--- config.mk ---
export PLATFORM = sky130hd
export DESIGN_NAME = tab_to_space_expander_top
export DESIGN_NICKNAME = d
export VERILOG_FILES = /design/src/hdl/tte_pkg.sv /design/src/hdl/tab_to_space_expander_top.sv
export SDC_FILE = /design/constraint.sdc
export NUM_CORES = 1
export LEC_CHECK = 0
export CAP_MARGIN = 10
export CORE_AREA = 2 2 90 92
export DETAILED_ROUTE_END_ITERATION = 12
export DIE_AREA = 0 0 92 94
export DONT_BUFFER_PORTS = 1
export PLACE_DENSITY = 0.71
export SLEW_MARGIN = 20
export SYNTH_ARGS = -nofsm -noshare
export SYNTH_HDL_FRONTEND = slang
export SYNTH_SLANG_ARGS = --single-unit
--- constraint.sdc ---
create_clock -name clk -period 6.4 [get_ports clk]
set_input_delay 0.64 -clock clk [delete_from_list [all_inputs] [get_ports clk]]
set_output_delay 0.64 -clock clk [all_outputs]
set_load 0.02 [all_outputs]
--- src/hdl/tte_pkg.sv ---
// Shared constants and types for the tab to space expander.
`timescale 1ns / 1ps

package tte_pkg;

  localparam int BYTE_W          = 8;
  localparam int WIDTH_W         = 7;
  localparam int STOP_W          = 3;
  localparam int FIELD_IDX_W     = 3;
  localparam int CFG_IDX_W       = 3;
  localparam int NUM_WIDTH_REGS  = 6;
  localparam int MAX_STOPS       = 6;
  localparam int MAX_FIELD_WIDTH = 64;
  localparam int DEFAULT_WIDTH   = 8;
  localparam int DEFAULT_STOPS   = 1;

  localparam logic [BYTE_W-1:0] CH_TAB   = 8'd9;
  localparam logic [BYTE_W-1:0] CH_NL    = 8'd10;
  localparam logic [BYTE_W-1:0] CH_SPACE = 8'd32;

  typedef enum logic [CFG_IDX_W-1:0] {
    REG_STOP_COUNT = 3'd0,
    REG_WIDTH_0    = 3'd1,
    REG_WIDTH_1    = 3'd2,
    REG_WIDTH_2    = 3'd3,
    REG_WIDTH_3    = 3'd4,
    REG_WIDTH_4    = 3'd5,
    REG_WIDTH_5    = 3'd6
  } cfg_reg_t;

endpackage

--- src/hdl/tab_to_space_expander_top.sv ---
// Tab to space expander with configurable field widths: one request in, one or more out.
`timescale 1ns / 1ps

// Each input request carries one text byte. The result register puts out one
// byte per cycle while out_stall is low. Plain bytes and newlines leave as one
// result each, so they stream at one request per cycle; a tab leaves as (field
// width - offset) spaces, 1 to MAX_FIELD_WIDTH, holds the input until its last
// space leaves, and the last space carries out_last_of_run. The line position is
// kept as a field index and an offset in the field. Register 0 sets the number
// of field widths in use, registers 1 to 6 set the widths; the last width in use
// repeats for the rest of the line. Write registers only while the block is idle.
module tab_to_space_expander_top
  import tte_pkg::*;
#(
  parameter int MAX_FIELD_WIDTH = tte_pkg::MAX_FIELD_WIDTH
) (
  input  logic                 clk,
  input  logic                 rst_n,
  input  logic                 in_valid,
  output logic                 in_stall,
  input  logic [BYTE_W-1:0]    in_byte,
  output logic                 out_valid,
  input  logic                 out_stall,
  output logic [BYTE_W-1:0]    out_byte,
  output logic                 out_last_of_run,
  input  logic                 cfg_valid,
  output logic                 cfg_ready,
  input  logic [CFG_IDX_W-1:0] cfg_index,
  input  logic [WIDTH_W-1:0]   cfg_data
);

  localparam int OFF_W = $clog2(MAX_FIELD_WIDTH);
  localparam int CNT_W = $clog2(MAX_FIELD_WIDTH + 1);
  localparam logic [WIDTH_W-1:0] MAX_W = WIDTH_W'(MAX_FIELD_WIDTH);
  localparam logic [STOP_W-1:0]  MAX_N = STOP_W'(MAX_STOPS);

  // Configuration registers
  logic [STOP_W-1:0]  stop_count_r;
  logic [WIDTH_W-1:0] width_r [NUM_WIDTH_REGS];

  // Line position
  logic [FIELD_IDX_W-1:0] field_idx_r, field_idx_nxt;
  logic [OFF_W-1:0]       offset_r, offset_nxt;

  // Work stage: output byte and number of results still to send
  logic              wrk_valid_r, wrk_valid_nxt;
  logic [BYTE_W-1:0] wrk_byte_r, wrk_byte_nxt;
  logic [CNT_W-1:0]  wrk_cnt_r, wrk_cnt_nxt;

  // Result register
  logic              out_valid_r, out_valid_nxt;
  logic [BYTE_W-1:0] out_byte_r, out_byte_nxt;
  logic              out_last_r, out_last_nxt;

  logic                   out_free;
  logic                   emit;
  logic                   emit_last;
  logic                   in_take;
  logic [STOP_W-1:0]      cnt_eff;
  logic [FIELD_IDX_W-1:0] last_f;
  logic [FIELD_IDX_W-1:0] cur_f;
  logic [FIELD_IDX_W-1:0] next_f;
  logic [WIDTH_W-1:0]     w_raw;
  logic [WIDTH_W-1:0]     w_clamp;
  logic [CNT_W-1:0]       w_cnt;
  logic [CNT_W-1:0]       off_ext;
  logic [CNT_W-1:0]       off_inc;
  logic [CNT_W-1:0]       tab_n;

  assign cfg_ready = 1'b1;

  // Handshake
  assign out_free  = !out_valid_r || !out_stall;
  assign emit      = wrk_valid_r && out_free;
  assign emit_last = emit && (wrk_cnt_r == CNT_W'(1));
  assign in_stall  = wrk_valid_r && !emit_last;
  assign in_take   = in_valid && !in_stall;

  // Current field and its width, with out-of-range settings clamped
  always_comb begin
    if (stop_count_r == '0) begin
      cnt_eff = STOP_W'(1);
    end else if (stop_count_r > MAX_N) begin
      cnt_eff = MAX_N;
    end else begin
      cnt_eff = stop_count_r;
    end
    last_f  = FIELD_IDX_W'(cnt_eff - STOP_W'(1));
    cur_f   = (field_idx_r < FIELD_IDX_W'(cnt_eff)) ? field_idx_r : last_f;
    next_f  = (cur_f < last_f) ? cur_f + FIELD_IDX_W'(1) : last_f;
    w_raw   = width_r[cur_f];
    if (w_raw == '0) begin
      w_clamp = WIDTH_W'(1);
    end else if (w_raw > MAX_W) begin
      w_clamp = MAX_W;
    end else begin
      w_clamp = w_raw;
    end
    w_cnt   = w_clamp[CNT_W-1:0];
    off_ext = CNT_W'(offset_r);
    off_inc = off_ext + CNT_W'(1);
    tab_n   = (off_ext < w_cnt) ? w_cnt - off_ext : CNT_W'(1);
  end

  // Next values of the position and the work stage
  always_comb begin
    field_idx_nxt = field_idx_r;
    offset_nxt    = offset_r;
    wrk_valid_nxt = wrk_valid_r;
    wrk_byte_nxt  = wrk_byte_r;
    wrk_cnt_nxt   = wrk_cnt_r;
    if (emit) begin
      wrk_cnt_nxt = wrk_cnt_r - CNT_W'(1);
      if (emit_last) begin
        wrk_valid_nxt = 1'b0;
      end
    end
    if (in_take) begin
      wrk_valid_nxt = 1'b1;
      if (in_byte == CH_NL) begin
        wrk_byte_nxt  = CH_NL;
        wrk_cnt_nxt   = CNT_W'(1);
        field_idx_nxt = '0;
        offset_nxt    = '0;
      end else if (in_byte == CH_TAB) begin
        wrk_byte_nxt  = CH_SPACE;
        wrk_cnt_nxt   = tab_n;
        field_idx_nxt = next_f;
        offset_nxt    = '0;
      end else begin
        wrk_byte_nxt = in_byte;
        wrk_cnt_nxt  = CNT_W'(1);
        if (off_inc >= w_cnt) begin
          field_idx_nxt = next_f;
          offset_nxt    = '0;
        end else begin
          field_idx_nxt = cur_f;
          offset_nxt    = off_inc[OFF_W-1:0];
        end
      end
    end
  end

  // Next values of the result register
  always_comb begin
    out_valid_nxt = out_valid_r;
    out_byte_nxt  = out_byte_r;
    out_last_nxt  = out_last_r;
    if (out_free) begin
      out_valid_nxt = emit;
      out_byte_nxt  = wrk_byte_r;
      out_last_nxt  = (wrk_cnt_r == CNT_W'(1));
    end
  end

  always_ff @(posedge clk) begin
    if (!rst_n) begin
      stop_count_r <= STOP_W'(DEFAULT_STOPS);
      for (int i = 0; i < NUM_WIDTH_REGS; i++) begin
        width_r[i] <= WIDTH_W'(DEFAULT_WIDTH);
      end
    end else if (cfg_valid && cfg_ready) begin
      case (cfg_reg_t'(cfg_index))
        REG_STOP_COUNT: stop_count_r <= cfg_data[STOP_W-1:0];
        REG_WIDTH_0:    width_r[0] <= cfg_data;
        REG_WIDTH_1:    width_r[1] <= cfg_data;
        REG_WIDTH_2:    width_r[2] <= cfg_data;
        REG_WIDTH_3:    width_r[3] <= cfg_data;
        REG_WIDTH_4:    width_r[4] <= cfg_data;
        REG_WIDTH_5:    width_r[5] <= cfg_data;
        default: begin
        end
      endcase
    end
  end

  always_ff @(posedge clk) begin
    if (!rst_n) begin
      field_idx_r <= '0;
      offset_r    <= '0;
      wrk_valid_r <= 1'b0;
      out_valid_r <= 1'b0;
    end else begin
      field_idx_r <= field_idx_nxt;
      offset_r    <= offset_nxt;
      wrk_valid_r <= wrk_valid_nxt;
      out_valid_r <= out_valid_nxt;
    end
  end

  always_ff @(posedge clk) begin
    wrk_byte_r <= wrk_byte_nxt;
    wrk_cnt_r  <= wrk_cnt_nxt;
    out_byte_r <= out_byte_nxt;
    out_last_r <= out_last_nxt;
  end

  assign out_valid       = out_valid_r;
  assign out_byte        = out_byte_r;
  assign out_last_of_run = out_last_r;

`ifndef NO_ASSERTIONS
  // Only a tab gives more than one result, and all of those are spaces.
  assert property (@(posedge clk) disable iff (!rst_n)
    out_valid_r && (out_byte_r != CH_SPACE) |-> out_last_r)
    else $error("non-space result without end-of-run mark");

  // A pending request in the work stage always has results left to send.
  assert property (@(posedge clk) disable iff (!rst_n)
    wrk_valid_r |-> (wrk_cnt_r != '0))
    else $error("work stage holds a request with no results");

  // While a tab still has spaces beyond the next one, no new request enters.
  assert property (@(posedge clk) disable iff (!rst_n)
    wrk_valid_r && (wrk_cnt_r > CNT_W'(1)) |-> in_stall)
    else $error("input taken while a tab run is in progress");

  // The stored field index never leaves the range of supported fields.
  assert property (@(posedge clk) disable iff (!rst_n)
    field_idx_r < FIELD_IDX_W'(MAX_STOPS))
    else $error("field index out of range");
`endif

endmodule

==> impl_results.md <==
* Final worst path period share at between 80 and 90%
* Top-count cell post-synth: edfxtp_1
* Syn nets at 449
* Critical path launch point type: flip-flop
* Largest net degree at the start of global routing at 23
* Detailed Route WL at 8220 µm
* GRT Overall Usage at between 20% and 30%
* Final design utilization at about 62%
* Total power at about 1.9 mW
* Hold-fix buffers, CTS at 0
* Vias in the first global route at ~2,900
* DRC at 0
* Worst Hold Class: in -> reg
* Ant. Diodes at 0
* Slew margin rel. at about 27%
* DIE AREA at a little under 9000 µm²
* Final ANT Viol Nets at 0
* Initial DRC Count at 97
* Post-detail-place hpwl at between 6000 and 7000 µm
* Post-route cell area at between 4000 and 5000 µm²
* Yosys warns at 0
* Clock Tree Buf Depth at 2
* Initial core utilization at 58.8%
* GPL Wtd Cong at about 0.9
* Post-CTS sizing at 0
* LEAKAGE at 1.81 nW
* Die width at slightly above 90 µm
* Crit-path max FO at 15
* Layout Skew at around 8.0 ps
* Inserted Clock Buffers at 9
* Number of port buffers at 0
* RSZ-0062 raised after global routing: no
* Layout cells sized above 1 at 9.41%
* Initial antenna violation count at 0
* First-pass GRT wire length at roughly 14,000 µm
* VDD IR max at around 0.16 mV
* Area contributors post-synth: edfxtp_1 44%, dfxtp_1 6.3%, ha_1 6.2%, and2_1 5.6%, nand2_1 2.8%
* Top_reg_cell synth: edfxtp_1
* Critical Path Sink Type: flip-flop
* NumNets Final at roughly 450
* Grt total ovfl at 0
* H-Tree Depth at 3
* Ports at 35
* Placed cell areas at roughly 4500 µm²
* Min Tclk post-route at approximately 5200 ps
* Mapped Avg Cell Area at between 10 and 15 µm²
* Unique masters post-synth at 60
* Clock slew at reported path FFs at ~90 ps
* Setup TNS at 0 ps
* Worst skew pair latency at approximately 350 ps
* FMAX at 0.191 GHz
* Setup CP Type: reg -> reg
* Yosys top cell area share at 44.3%
* CTS tree: built
* Root Buffer: clkbuf_8
* Postcts setup bufs at 0
* DR pass1 iterations at 4
* Status: finished, final reports clean
* R2r worst-path depth at 19
* # rows at 32
* Number of cells on the worst hold path at 1
* Critical path arrival at roughly 5500 ps
* Via Count at 2,788
* Slew @ Worst Pin at ~1100 ps
* Top post-synthesis cells by count: 66 x edfxtp_1, 40 x and2_1, 33 x nand2_1, 24 x inv_1, 22 x ha_1
* Flops & latches, synth at 80
* WL per Instance at 16.2 µm
* Pins Over Slew Limit at 0
* Final Hold Fails at 0
* Power Density at between 300 and 400 nW/µm²
* Finish-stage setup viols at 0
* Total of max-cap violations at 0
* Seq/Total Area, Yosys at between 50% and 60%
* Die height at approximately 94 µm
* Critical path required time at ~6700 ps
* Post-synth EDFFs at 66
* Post-synth top area cell: edfxtp_1
* Async SR Flop Fraction at 0%
* Core area at between 7000 and 8000 µm²
* Synth Instances at between 400 and 500
* Via density at approximately 5.5
* Worst hold slack at about 350 ps
* Synth-to-Final Area Change at 5.68%
* Mapped Area at between 4000 and 5000 µm²
* CTS sink cnt at 80
cell type report:
| cell class | instances | area [µm²] |
|---|---|---|
| Fill cell | 613 | 2880 |
| Sequential cell | 80 | 2260 |
| Multi-Input combinational cell | 280 | 2020 |
| Clock buffer | 10 | 128 |
| Tap cell | 102 | 128 |
| Inverter | 27 | 110 |
| Clock inverter | 6 | 67.6 |
| Timing Repair Buffer | 1 | 7.51 |
report_power, final:
group	leakage (nW)	internal [mW]	switching, mW
sequential	0.765	0.613	0.0346
combinational	0.952	0.368	0.476
clock	0.0929	0.182	0.193
total	1.81	1.16	0.704
placed cells by master (no fill, tap or decap), types with 9 or more instances in the layout:
| cell type | synthesis | final |
|---|---|---|
| a21oi_1 | 16 | 16 |
| nor2_1 | 21 | 21 |
| and2_1 | 40 | 40 |
| o21ai_0 | 11 | 10 |
| nand2_1 | 33 | 33 |
| dfxtp_1 | 14 | 14 |
| inv_1 | 24 | 24 |
| nand3_1 | 9 | 9 |
| nor2b_1 | 10 | 10 |
| ha_1 | 22 | 22 |
| a31oi_1 | 9 | 9 |
| mux2i_1 | 11 | 11 |
| nor3_1 | 9 | 9 |
| edfxtp_1 | 66 | 66 |
| clkbuf_8 | 0 | 9 |
per-stage QoR:
step                setup slack [ps]  instances
floorplan                       2120        403
finish                          1170        506
CTS                             1110        506
global route                     685        506
detailed placement              1150        490
global placement                1210        490
critical path: stages (launching register included):
cell	delay, ps
dfxtp_1	420
inv_1	70
ha_1	320
o21ai_0	230
a211o_1	160
and2_1	570
inv_1	370
mux4_1	560
a21oi_1	180
nand4_1	130
a21oi_1	180
ha_1	240
nand2b_1	150
a21o_1	170
a21oi_1	140
o21ai_0	120
a31oi_1	500
and2_0	400
a22oi_1	130
nor2b_1	120
worst paths after layout:
check | end | from | slack, ps
worst min-delay path | stop_count_r[0] | rst_n | 350
worst min register to register | out_byte[4] | wrk_byte_r[4] | 430
worst max register to register | offset_r[2] | stop_count_r[1] | 1170
worst max-delay path | offset_r[2] | stop_count_r[1] | 1170
logic make-up (layout without fill, tap and decap cells):
family / count (synthesis) / count (layout) / synth area share, %
multiplexers: 18 / 18 / 5.88
AO/OA/AOI/OAI: 71 / 71 / 11.1
buffers and inverters: 43 / 44 / 4.28
other: 1 / 1 / 0.0839
XOR/XNOR: 14 / 14 / 2.74
AND/OR/NAND/NOR: 153 / 153 / 18.7
adder cells (fa/ha/maj): 23 / 23 / 6.61
flip-flops: 80 / 80 / 50.6
flip-flops by register name, summed over array words and instances, names as in the netlist:
signal / cells
field_idx_r: 3
offset_r: 6
out_byte: 8
out_last_of_run: 1
out_valid: 1
stop_count_r: 3
width_r: 42
wrk_byte_r: 8
wrk_cnt_r: 7
wrk_valid_r: 1
per-layer routing:
metal | GRT usage (%) | routed length, µm
met2 | 38.2 | 4290
met3 | 4.98 | 276
met4 | 7.96 | 169
met1 | 23.2 | 3480
met5 | 0 | 0
No activity file was read; power rests on OpenSTA's default activity.
